## src/rtl/multi_timer_bank_defines.svh

```systemverilog
// ---------------------------------------------------------------------------
// Timer bank assertion macros
// Concurrent assertion wrappers that drop out when SYNTH is defined.
// ---------------------------------------------------------------------------
`ifndef MULTI_TIMER_BANK_DEFINES_SVH
`define MULTI_TIMER_BANK_DEFINES_SVH
`ifndef SYNTH
`define MTB_ASSERT(lbl, clk, rstn, prop) \
  lbl: assert property (@(posedge clk) disable iff (!rstn) (prop)) else $error("lbl");
`define MTB_ASSERT_NEXT(lbl, clk, rstn, pre, post) \
  lbl: assert property (@(posedge clk) disable iff (!rstn) (pre) |=> (post)) else $error("lbl");
`else
`define MTB_ASSERT(lbl, clk, rstn, prop)
`define MTB_ASSERT_NEXT(lbl, clk, rstn, pre, post)
`endif
`endif

```

## src/rtl/mtb_pkg.sv

```systemverilog
// ---------------------------------------------------------------------------
// Timer bank package
// Shared sizes, codes and the slot record type.
// ---------------------------------------------------------------------------
package mtb_pkg;
  localparam int MaxTimers = 16;
  localparam int SlotW = $clog2(MaxTimers + 1);

  localparam logic [3:0] CmdTick = 4'd0;
  localparam logic [3:0] CmdAdd = 4'd1;
  localparam logic [3:0] CmdPause = 4'd2;
  localparam logic [3:0] CmdResume = 4'd3;
  localparam logic [3:0] CmdRemove = 4'd4;
  localparam logic [3:0] CmdPauseAll = 4'd5;
  localparam logic [3:0] CmdResumeAll = 4'd6;
  localparam logic [3:0] CmdRemoveAll = 4'd7;
  localparam logic [3:0] CmdQuery = 4'd8;

  localparam logic [3:0] KindAck = 4'd0;
  localparam logic [3:0] KindAdded = 4'd1;
  localparam logic [3:0] KindNotFound = 4'd2;
  localparam logic [3:0] KindFull = 4'd3;
  localparam logic [3:0] KindProgress = 4'd4;
  localparam logic [3:0] KindExpired = 4'd5;
  localparam logic [3:0] KindEvery = 4'd6;
  localparam logic [3:0] KindTickDone = 4'd7;
  localparam logic [3:0] KindQuery = 4'd8;

  typedef struct packed {
    logic        valid;
    logic [15:0] id;
    logic [31:0] elapsed;
    logic [31:0] duration;
    logic        paused;
    logic        looping;
    logic        use_scale;
    logic        every;
    logic        updater;
  } slot_t;

  // Per-cell actions: rotate from the neighbor, set or clear pause, and write.
  typedef struct packed {
    logic rotate;
    logic set_pause;
    logic clr_pause;
    logic write;
  } cell_ctl_t;
endpackage

```

## src/rtl/mtb_cell.sv

```systemverilog
// ---------------------------------------------------------------------------
// Timer bank cell
// Holds one timer record; loads it from its neighbor while rotating or from wr_i when written.
// ---------------------------------------------------------------------------
module mtb_cell import mtb_pkg::*; (
  input  logic      clk_i,
  input  logic      rst_ni,
  input  cell_ctl_t ctl_i,
  input  slot_t     prev_i,
  input  slot_t     wr_i,
  output slot_t     slot_o
);
  slot_t slot_q, slot_d;

  always_comb begin
    slot_d = slot_q;
    if (ctl_i.rotate) begin
      slot_d = prev_i;
    end
    if (ctl_i.write) begin
      slot_d = wr_i;
    end
    if (ctl_i.set_pause && slot_d.valid) begin
      slot_d.paused = 1'b1;
    end
    if (ctl_i.clr_pause) begin
      slot_d.paused = 1'b0;
    end
  end

  always_ff @(posedge clk_i or negedge rst_ni) begin
    if (!rst_ni) begin
      slot_q <= '0;
    end else begin
      slot_q <= slot_d;
    end
  end

  assign slot_o = slot_q;
endmodule

```

## src/rtl/multi_timer_bank.sv

```systemverilog
// ---------------------------------------------------------------------------
// Multi timer bank
// An ordered ring of timer cells; commands rotate the ring past one head.
// ---------------------------------------------------------------------------
// Channel  Dir  Fields (tdata low to high)
// s_axis   in   command, timer_id, duration, looping, use_scale, every_frame,
//               updater, scaled_delta, unscaled_delta
// m_axis   out  kind, event_id, elapsed_out, duration_out, paused_out,
//               looping_out; tlast = last
// Tick, add and the single-timer commands rotate the ring of MaxTimers cells
// once, one cell per cycle while the output register can take a beat; the last
// beat follows the rotation. All-timer and unknown commands skip the rotation.
// Each rotation step waits while the output register holds a beat that the
// sink has not taken. Reset empties the bank at once.
module multi_timer_bank import mtb_pkg::*; (
  input  logic         clk_i,
  input  logic         rst_ni,
  input  logic         s_axis_tvalid,
  output logic         s_axis_tready,
  input  logic [119:0] s_axis_tdata,   // command, timer_id, duration, looping,
                                       // use_scale, every_frame, updater,
                                       // scaled_delta, unscaled_delta
  output logic         m_axis_tvalid,
  input  logic         m_axis_tready,
  output logic [87:0]  m_axis_tdata,   // kind, event_id, elapsed_out,
                                       // duration_out, paused_out, looping_out
  output logic         m_axis_tlast
);
  `include "multi_timer_bank_defines.svh"

  localparam logic [1:0] StIdle = 2'd0;
  localparam logic [1:0] StRun = 2'd1;
  localparam logic [1:0] StFinal = 2'd2;

  logic [1:0]       state_q, state_d;
  logic [3:0]       cmd_q;
  logic [15:0]      tid_q;
  logic [31:0]      dur_q, sd_q, ud_q;
  logic [3:0]       fl_q;
  logic [SlotW-1:0] step_q, step_d;
  logic [SlotW-1:0] cnt_q, cnt_d;
  logic             found_q, found_d;
  logic [15:0]      next_id_q, next_id_d;
  logic             ov_q, ov_d;
  logic [87:0]      od_q, od_d;
  logic             ol_q, ol_d;

  slot_t     slot_w [MaxTimers];
  cell_ctl_t ctl_w [MaxTimers];
  slot_t     head_new;
  slot_t     add_rec;
  logic      head_write;

  slot_t       h;
  logic [31:0] delta;
  logic [32:0] sum;
  logic [31:0] el_sat;
  logic        exp;
  logic        out_free;
  logic        step_go;
  logic        emit;
  logic [3:0]  e_kind;
  logic [15:0] e_id;
  logic [31:0] e_el, e_du;
  logic        e_p, e_l;

  assign h = slot_w[0];
  assign out_free = !ov_q || m_axis_tready;
  assign s_axis_tready = (state_q == StIdle) && out_free;

  assign delta = h.use_scale ? sd_q : ud_q;
  assign sum = {1'b0, h.elapsed} + {1'b0, delta};
  assign el_sat = sum[32] ? 32'hFFFF_FFFF : sum[31:0];
  assign exp = el_sat >= h.duration;

  assign add_rec = '{valid: 1'b1, id: next_id_q, elapsed: 32'd0, duration: dur_q,
                     paused: 1'b0, looping: fl_q[0], use_scale: fl_q[1],
                     every: fl_q[2], updater: fl_q[3]};

  // The ring rotates toward index 0; the head record re-enters at the tail.
  always_comb begin
    head_new = h;
    emit = 1'b0;
    e_kind = KindAck;
    e_id = 16'd0;
    e_el = 32'd0;
    e_du = 32'd0;
    e_p = 1'b0;
    e_l = 1'b0;
    found_d = found_q;
    step_go = (state_q == StRun) && out_free;
    if (step_go && h.valid) begin
      unique case (cmd_q)
        CmdTick: begin
          if (!h.paused) begin
            head_new.elapsed = el_sat;
            if (h.updater) begin
              emit = 1'b1;
              e_kind = KindProgress;
              e_id = h.id;
              e_el = el_sat;
            end else if (exp || h.every) begin
              emit = 1'b1;
              e_kind = exp ? KindExpired : KindEvery;
              e_id = h.id;
            end
            if (exp) begin
              if (h.looping) begin
                head_new.elapsed = el_sat - h.duration;
              end else begin
                head_new.valid = 1'b0;
              end
            end
          end
        end
        CmdPause, CmdResume, CmdRemove, CmdQuery: begin
          if (!found_q && h.id == tid_q) begin
            found_d = 1'b1;
            if (cmd_q == CmdPause) begin
              head_new.paused = 1'b1;
            end else if (cmd_q == CmdResume) begin
              head_new.paused = 1'b0;
            end else if (cmd_q == CmdRemove) begin
              head_new.valid = 1'b0;
            end else begin
              e_el = h.elapsed;
              e_du = h.duration;
              e_p = h.paused;
              e_l = h.looping;
            end
          end
        end
        default: begin
        end
      endcase
    end
  end

  // Invalid records are squeezed out as they pass the head: valid ones are
  // written at position remain + cnt, behind the kept ones; the list stays ordered.
  always_comb begin
    for (int i = 0; i < MaxTimers; i++) begin
      ctl_w[i] = '{rotate: 1'b0, set_pause: 1'b0, clr_pause: 1'b0, write: 1'b0};
    end
    if (state_q == StFinal && cmd_q == CmdPauseAll) begin
      for (int i = 0; i < MaxTimers; i++) ctl_w[i].set_pause = 1'b1;
    end
    if (state_q == StFinal && cmd_q == CmdResumeAll) begin
      for (int i = 0; i < MaxTimers; i++) ctl_w[i].clr_pause = 1'b1;
    end
    if (step_go) begin
      for (int i = 0; i < MaxTimers; i++) ctl_w[i].rotate = 1'b1;
    end
  end

  slot_t tail_in [MaxTimers];
  always_comb begin
    for (int i = 0; i < MaxTimers; i++) begin
      if (i == MaxTimers - 1) begin
        tail_in[i] = '0;
      end else begin
        tail_in[i] = slot_w[i+1];
      end
    end
  end

  // Record written into the compacted position: the head record in a rotation step, or the added timer.
  slot_t wr_rec;
  always_comb begin
    wr_rec = head_new;
    head_write = step_go && head_new.valid;
    if (state_q == StFinal && cmd_q == CmdAdd && cnt_q != SlotW'(MaxTimers)) begin
      wr_rec = add_rec;
      head_write = 1'b1;
    end
  end

  // The step counter tells where the squeezed list ends inside the ring.
  logic [SlotW-1:0] remain;
  assign remain = SlotW'(MaxTimers) - step_q - SlotW'(1);

  for (genvar g = 0; g < MaxTimers; g++) begin : g_cell
    cell_ctl_t c;
    always_comb begin
      c = ctl_w[g];
      if (head_write && state_q == StRun && SlotW'(g) == remain + cnt_q) begin
        c.write = 1'b1;
      end
      if (head_write && state_q == StFinal && SlotW'(g) == cnt_q) begin
        c.write = 1'b1;
      end
      if (state_q == StFinal && cmd_q == CmdRemoveAll) begin
        c.write = 1'b1;
      end
    end
    slot_t w;
    assign w = (state_q == StFinal && cmd_q == CmdRemoveAll) ? slot_t'('0) : wr_rec;
    mtb_cell u_cell (
      .clk_i  (clk_i),
      .rst_ni (rst_ni),
      .ctl_i  (c),
      .prev_i (tail_in[g]),
      .wr_i   (w),
      .slot_o (slot_w[g])
    );
  end

  always_comb begin
    state_d = state_q;
    step_d = step_q;
    cnt_d = cnt_q;
    next_id_d = next_id_q;
    ov_d = ov_q && !m_axis_tready;
    od_d = od_q;
    ol_d = ol_q;
    unique case (state_q)
      StIdle: begin
        if (s_axis_tvalid && s_axis_tready) begin
          step_d = '0;
          cnt_d = '0;
          if (s_axis_tdata[3:0] == CmdPauseAll || s_axis_tdata[3:0] == CmdResumeAll ||
              s_axis_tdata[3:0] == CmdRemoveAll || s_axis_tdata[3:0] > CmdQuery) begin
            state_d = StFinal;
          end else begin
            state_d = StRun;
          end
        end
      end
      StRun: begin
        if (step_go) begin
          if (head_write) cnt_d = cnt_q + SlotW'(1);
          if (emit) begin
            ov_d = 1'b1;
            od_d = {2'b00, e_l, e_p, e_du, e_el, e_id, e_kind};
            ol_d = 1'b0;
          end
          step_d = step_q + SlotW'(1);
          if (step_q == SlotW'(MaxTimers - 1)) state_d = StFinal;
        end
      end
      StFinal: begin
        if (out_free) begin
          state_d = StIdle;
          ov_d = 1'b1;
          ol_d = 1'b1;
          od_d = '0;
          priority case (cmd_q)
            CmdTick: od_d[3:0] = KindTickDone;
            CmdAdd: begin
              if (cnt_q == SlotW'(MaxTimers)) begin
                od_d[3:0] = KindFull;
              end else begin
                od_d[19:0] = {next_id_q, KindAdded};
                next_id_d = next_id_q + 16'd1;
              end
            end
            CmdPause, CmdResume, CmdRemove: begin
              od_d[19:0] = {tid_q, found_q ? KindAck : KindNotFound};
            end
            CmdQuery: od_d = found_q ? od_q : {68'd0, tid_q, KindNotFound};
            default: od_d[3:0] = KindAck;
          endcase
        end
      end
      default: state_d = StIdle;
    endcase
  end

  // Query data is staged in its own register until the final beat.
  logic [87:0] qinfo_q;
  always_ff @(posedge clk_i) begin
    if (step_go && found_d && !found_q && cmd_q == CmdQuery) begin
      qinfo_q <= {2'b00, e_l, e_p, e_du, e_el, tid_q, KindQuery};
    end
  end

  logic [87:0] od_fix;
  assign od_fix = (state_q == StFinal && cmd_q == CmdQuery && found_q) ? qinfo_q : od_d;

  always_ff @(posedge clk_i or negedge rst_ni) begin
    if (!rst_ni) begin
      state_q <= StIdle;
      step_q <= '0;
      cnt_q <= '0;
      found_q <= 1'b0;
      next_id_q <= '0;
      ov_q <= 1'b0;
    end else begin
      state_q <= state_d;
      step_q <= step_d;
      cnt_q <= cnt_d;
      found_q <= (state_q == StIdle) ? 1'b0 : found_d;
      next_id_q <= next_id_d;
      ov_q <= ov_d;
    end
  end

  always_ff @(posedge clk_i) begin
    od_q <= od_fix;
    ol_q <= ol_d;
    if (s_axis_tvalid && s_axis_tready) begin
      cmd_q <= s_axis_tdata[3:0];
      tid_q <= s_axis_tdata[19:4];
      dur_q <= s_axis_tdata[51:20];
      fl_q <= s_axis_tdata[55:52];
      sd_q <= s_axis_tdata[87:56];
      ud_q <= s_axis_tdata[119:88];
    end
  end

  assign m_axis_tvalid = ov_q;
  assign m_axis_tdata = od_q;
  assign m_axis_tlast = ol_q;

  `MTB_ASSERT(a_ready_idle, clk_i, rst_ni, !s_axis_tready || state_q == StIdle)
  `MTB_ASSERT(a_cnt_range, clk_i, rst_ni, cnt_q <= SlotW'(MaxTimers))
  `MTB_ASSERT_NEXT(a_run_final, clk_i, rst_ni, state_q == StRun && step_go && step_q == SlotW'(MaxTimers - 1), state_q == StFinal)
endmodule

```

## config.mk

```make
export PLATFORM = sky130hd
export DESIGN_NAME = multi_timer_bank
export DESIGN_NICKNAME = d
export VERILOG_FILES = /design/src/rtl/mtb_pkg.sv /design/src/rtl/mtb_cell.sv /design/src/rtl/multi_timer_bank.sv
export VERILOG_INCLUDE_DIRS = /design/src /design/src/rtl
export SDC_FILE = /design/constraint.sdc
export NUM_CORES = 2
export LEC_CHECK = 0
export ABC_AREA = 1
export BUFFER_PORTS_ARGS = -buffer_cell sky130_fd_sc_hd__buf_2
export CAP_MARGIN = 20
export CORE_ASPECT_RATIO = 1.2
export CORE_MARGIN = 4
export CORE_UTILIZATION = 45
export CTS_CLUSTER_DIAMETER = 100
export CTS_CLUSTER_SIZE = 40
export DETAILED_ROUTE_END_ITERATION = 10
export PLACE_DENSITY = 0.6
export SLEW_MARGIN = 10
export SYNTH_ARGS = -nofsm -noshare
export SYNTH_HDL_FRONTEND = slang
export SYNTH_HIERARCHICAL = 1
export SYNTH_SLANG_ARGS = --single-unit
```

## constraint.sdc

```tcl
create_clock -name clk_i -period 6.6 [get_ports clk_i]
set_input_delay 0.99 -clock clk_i [delete_from_list [all_inputs] [get_ports clk_i]]
set_output_delay 0.99 -clock clk_i [all_outputs]
set_load 0.005 [all_outputs]
```

# --- Word level (Yosys, flattened, before mapping) ---
# Index checks and enable logic that the tools add are counted.
word_totals:
  reg_bits: 1697
  output_inout_bits: 91
  elab_cells: 567
classes:
  addsub: 8
  magnitude_cmp: 2
  eq_ne: 57
  muxes: 217
  bitwise: 1
  reduce_logical: 122
ops:
  columns: ["cell", "n"]
  rows:
  - ["$mux 86", 35]
  - ["$mux 32", 20]
  - ["$mux 88", 4]
  - ["$pmux 88 s2", 1]
  - ["$mux 1", 124]
  - ["$mux 16", 6]
  - ["$eq 4x5->1 const A", 16]
  - ["$mux 68", 1]
  - ["$logic_and 1x1->1", 67]
  - ["$pmux 32 s2", 1]
  - ["$reduce_bool 4->1", 16]
  - ["$pmux 16 s3", 1]
  - ["$eq 3x5->1 const A", 8]
  - ["$reduce_bool 2->1", 18]
  - ["$add 32x32->33", 1]
  - ["$ge 32x32->1", 1]
  - ["$sub 32x32->32", 1]
  - ["$eq 4x3->1 const B", 7]
  - ["$eq 2x5->1 const A", 4]
  - ["$mux 5", 4]
  - ["$pmux 5 s2", 2]
  - ["$add 16x1->16 const B", 1]
  - ["$eq 16x16->1", 1]
  - ["$mux 2", 8]
  - ["34 further kinds", 59]

# --- Logic depth before layout (Yosys ltp) ---
logic_depth:
  depth_word: 19
  ltp_mapped: 42

# --- Hierarchy ---
# The synthesis kept the hierarchy.
modules_own_cells:
  columns: ["module", "n_inst", "cells_per_inst", "area_per_inst_um2", "seq_area_each_um2"]
  rows:
  - ["mtb_cell", 16, 383, 4295.4, 2152.1]
  - ["multi_timer_bank", 1, 2297, 19862.8, 9429.0]

# --- Least setup slack after synthesis ---
# OpenSTA, ideal clock, no wires.
synth_timing:
  path_kind: "input-to-reg"
  from: "in m_axis_tready"
  to: "reg qinfo_q[10], enable pin"
  setup_time_ns: 0.523
  arrival_time_ns: 6.884
  path_slack_ns: -0.808
  path_stages: 6
  path_buffers: 0
  cell_sequence: "nor2_2 > nor2_2 > nand2_1 > inv_2 > nand2_1 > nor2_1"
synth_between:
  elab_chain_cells: 7
synth_rtl:
  columns: ["element", "line_no", "text"]
  rows:
  - ["from (decl)", "multi_timer_bank.sv:24", "input logic m_axis_tready,"]
  - ["$logic_or 1x1->1 (*)", "multi_timer_bank.sv:68", "assign out_free = !ov_q || m_axis_tready;"]
  - ["$logic_and 1x1->1 (*)", "multi_timer_bank.sv:91", "step_go = (state_q == StRun) && out_free;"]
  - ["$logic_and 1x1->1", "multi_timer_bank.sv:92", "if (step_go && h.valid) begin"]
  - ["$mux 1", "multi_timer_bank.sv:92", null]
  - ["$logic_and 1x1->1 (*) (3 in series)", "multi_timer_bank.sv:272", "if (step_go && found_d && !found_q && cmd_q == CmdQuery) begin"]
  - ["to (signal assigned)", "multi_timer_bank.sv:273", "qinfo_q <= {2'b00, e_l, e_p, e_du, e_el, tid_q, KindQuery};"]
  - ["to (decl)", "multi_timer_bank.sv:270", "logic [87:0] qinfo_q;"]
# Every way passes the cells marked *; elsewhere a longest branch is shown, timed or not.
# A chain may end at the register's enable or synchronous reset.

==> qor.yml <==
power_leakage_nw: 36.3
multiInputGateArea_um2: 39100
cp-start-kind: "register"
arrival_ns: 7.03
drt.antenna.violating_nets: 0
cpMaxStageDelayCell: "ha_1"
fin_crit_ns: 6.37
regArea_um2: 43900
place_hpwl_mm: 180
final_area_um2: 96500
gp_congestion: 0.943
ctsHtreeMaxLevel: 2
grt_pass1_wl_mm: 371
synthDistinctLibCells: 62
clock-sinks: 1695
numPortBuffers: 212
antenna_found_initial: 1
final_layout_size_suffix_gt1_share_pct: 38.2
final_cells: 11470
dp_cells: 11378
critPathCaptureType: "register"
r2r_start: "g_cell[0].u_cell/slot_o[2]"
criticalPathCategory: "register to register"
cts_hold_buffers: 0
synthesis.area_um2: 88600
cts_root_buf: "clkbuf_16"
final-max-slew-violation-count: 0
die_w_um: 413
timing.rr.end: "g_cell[14].u_cell/slot_o[68]"
ys_seq_area_share_pct: 49.5
dp_slack_ns: -0.0692
dr.first_iter.drc_count: 4200
placementRows: 178
async_flop_share_pct: 82.9
die-area_um2: 204000
cpMostUsedCell: "nand2_1"
wl_per_cell_um: 20.7
grt_usage_pct: 22.9
max_freq_mhz: 157
critPathBufInv: 6
die_h_um: 494
ff2ff_setup_slack_ns: 0.23
status: "finished, final reports clean"
initial_core_util_pct: 45.2
clkSlewWorstSetupHoldPaths_ns: 0.15
cts_tree: "yes"
layout.nets: 9037
required_ns: 7.25
grt_max_degree: 170
clock_latency_ns: 0.77
max_stage_delay_ns: 0.46
setup_tns_ns: 0
grt_pass1_vias: 61573
routed_via_density: 5.30
area_growth_pct: 8.98
placed_cell_area_um2: 94600
hp-class: "input port to asynchronous set/reset pin"
vias: 60835
syn_inst: 8425
hold_viol: 0
clock_path_buffers: 3
synth_top_flop_cell: "dfrtp_1"
ys_ff_latch: 1695
grt_overflow: 0
synth_edf_count: 289
setup_violations: 0
route.detailed.drc: 0
design.core.area_um2: 196000
dr.pass1.iters: 6
setup_slack_ns: 0.226
drt-total-wl_mm: 237
relSlewSlack_pct: 20.6
crit_family: "simple AND/OR/NAND/NOR gates"
powerDensity_nw_per_um2: 506
finClkSkew_ns: 0.0597
ioPinCount: 215
cap_viol_max_count: 0
synth.avg_cell_area_um2: 10.5
cts_setup_buffers: 0
numCtsBuffers: 54
crit_fanout: 33
ff2ff_path_depth: 33
rsz0062_at_grt: "false"
fillers: 18233
tightest_slew_ns: 1.19
finalCritPeriodShare_pct: 96.6
yosys_warnings: 6
ir_worst_vdd_uv: 378
p_total_mw: 48.9
synthesized netlist by cell type, drive strengths merged (2+ instances only):
| library cell | n | area share (%) |
|---|---|---|
| xnor2 | 16 | 0.16 |
| a21boi | 3 | 0.025 |
| nand4 | 23 | 0.18 |
| xor2 | 43 | 0.43 |
| nand2 | 682 | 2.9 |
| and3 | 3 | 0.021 |
| nand3b | 4 | 0.034 |
| mux2 | 32 | 0.41 |
| inv | 337 | 1.4 |
| a31oi | 15 | 0.11 |
| nor4 | 3 | 0.045 |
| edfxtp | 289 | 9.8 |
| nand3 | 214 | 1.2 |
| nor3 | 59 | 0.53 |
| clkinv | 2 | 0.0085 |
| nor2 | 2909 | 16 |
| a21o | 6 | 0.051 |
| o22ai | 1330 | 17 |
| ha | 82 | 1.2 |
| or2 | 22 | 0.16 |
| buf | 439 | 5.5 |
| a21oi | 204 | 1.2 |
| dfrtp | 1406 | 40 |
| o21a | 4 | 0.034 |
| fa | 3 | 0.068 |
| clkbuf | 85 | 0.43 |
| a22oi | 16 | 0.14 |
| a32o | 15 | 0.17 |
| o211ai | 15 | 0.13 |
| o21bai | 8 | 0.068 |
| a22o | 34 | 0.34 |
| o21ai | 114 | 0.64 |
routing by layer:
metal / track usage [%] / part of all wire (%)
met4: 5.71 / 2.7
met3: 1.63 / 3.0
met2: 39.2 / 49
met1: 31.6 / 46
met5: 0 / 0
worst max-delay path by stage:
stage                          startpoint                      endpoint  slack (ns)  depth (start not counted)
6_report       g_cell[0].u_cell/slot_o[2]  g_cell[14].u_cell/slot_o[68]        0.23                         33
5_1_grt        g_cell[0].u_cell/slot_o[2]  g_cell[15].u_cell/slot_o[78]        0.01                         35
4_1_cts        g_cell[0].u_cell/slot_o[2]  g_cell[15].u_cell/slot_o[42]        0.01                         36
3_5_place_dp   g_cell[0].u_cell/slot_o[2]  g_cell[14].u_cell/slot_o[78]       -0.07                         33
3_3_place_gp   g_cell[0].u_cell/slot_o[2]  g_cell[14].u_cell/slot_o[78]       -0.08                         33
2_1_floorplan  g_cell[0].u_cell/slot_o[2]               m_axis_tdata[0]        0.06                         32
metrics by stage:
stage | util (%) | hold slack [ns]
global placement | 48.3 | 0.458
detailed placement | 48.3 | 0.460
finish | 49.3 | 0.168
floorplan | - | 0.442
global route | 49.3 | 0.202
CTS | 49.2 | 0.168
layout make-up:
class,instances,area share [%]
flip-flops and latches,1695,45.4
multi-input cells,5954,40.4
repair buffers,784,7.36
well taps,2610,3.38
inverters,339,1.48
clock buffers,63,1.47
clock inverters,24,0.430
diodes,1,0.00259
flip-flops by register name, summed over array words and instances, names as in the netlist, 2 cells and up:
signal / flops
dur_q: 32
sd_q: 32
cnt_q: 5
state_q: 2
m_axis_tdata: 86
step_q: 5
fl_q: 4
g_cell.u_cell/slot_o: 1376
ud_q: 32
qinfo_q: 82
next_id_q: 16
cmd_q: 4
tid_q: 16
kinds of logic (layout without fill, tap and decap cells):
| logic type | Yosys count | after routing | share of synthesized area, % |
|---|---|---|---|
| adder cells (fa/ha/maj) | 85 | 85 | 1.23 |
| AND/OR/NAND/NOR | 3919 | 3919 | 20.7 |
| AO/OA/AOI/OAI | 1771 | 1771 | 20.2 |
| other | 1 | 89 | 0.00423 |
| multiplexers | 32 | 32 | 0.407 |
| buffers and inverters | 863 | 1210 | 7.38 |
| flip-flops | 1695 | 1695 | 49.5 |
| XOR/XNOR | 59 | 59 | 0.583 |
layout by cell type (no fill, tap or decap), types with 34 or more instances in the layout:
cell type and instances:
a22o_1 34, a21oi_2 56, buf_4 433, dfrtp_1 1405, nor3_2 34, buf_12 134, clkbuf_16 56, a21oi_1 121
nand3_1 209, nor2_1 1758, buf_2 211, edfxtp_1 289, o22ai_2 1104, nand2_1 674, xor2_1 43, o22ai_1 226
conb_1 88, ha_1 81, o21ai_0 109, nor2_2 1145, inv_1 263
power by group:
part	internal (mW)	leakage, nW	switching [mW]
registers	15.0	17.4	2.90
clock network	1.80	0.879	3.36
logic	9.52	18.1	16.3
timing repair:
| action | 4_1_cts | 5_1_grt |
|---|---|---|
| gates cloned | 0 | 1 |
| setup endpoints to repair | 101 | 1155 |
| resized for setup | 4 | 10 |
Note: power is estimated with default switching activity, not from simulation.
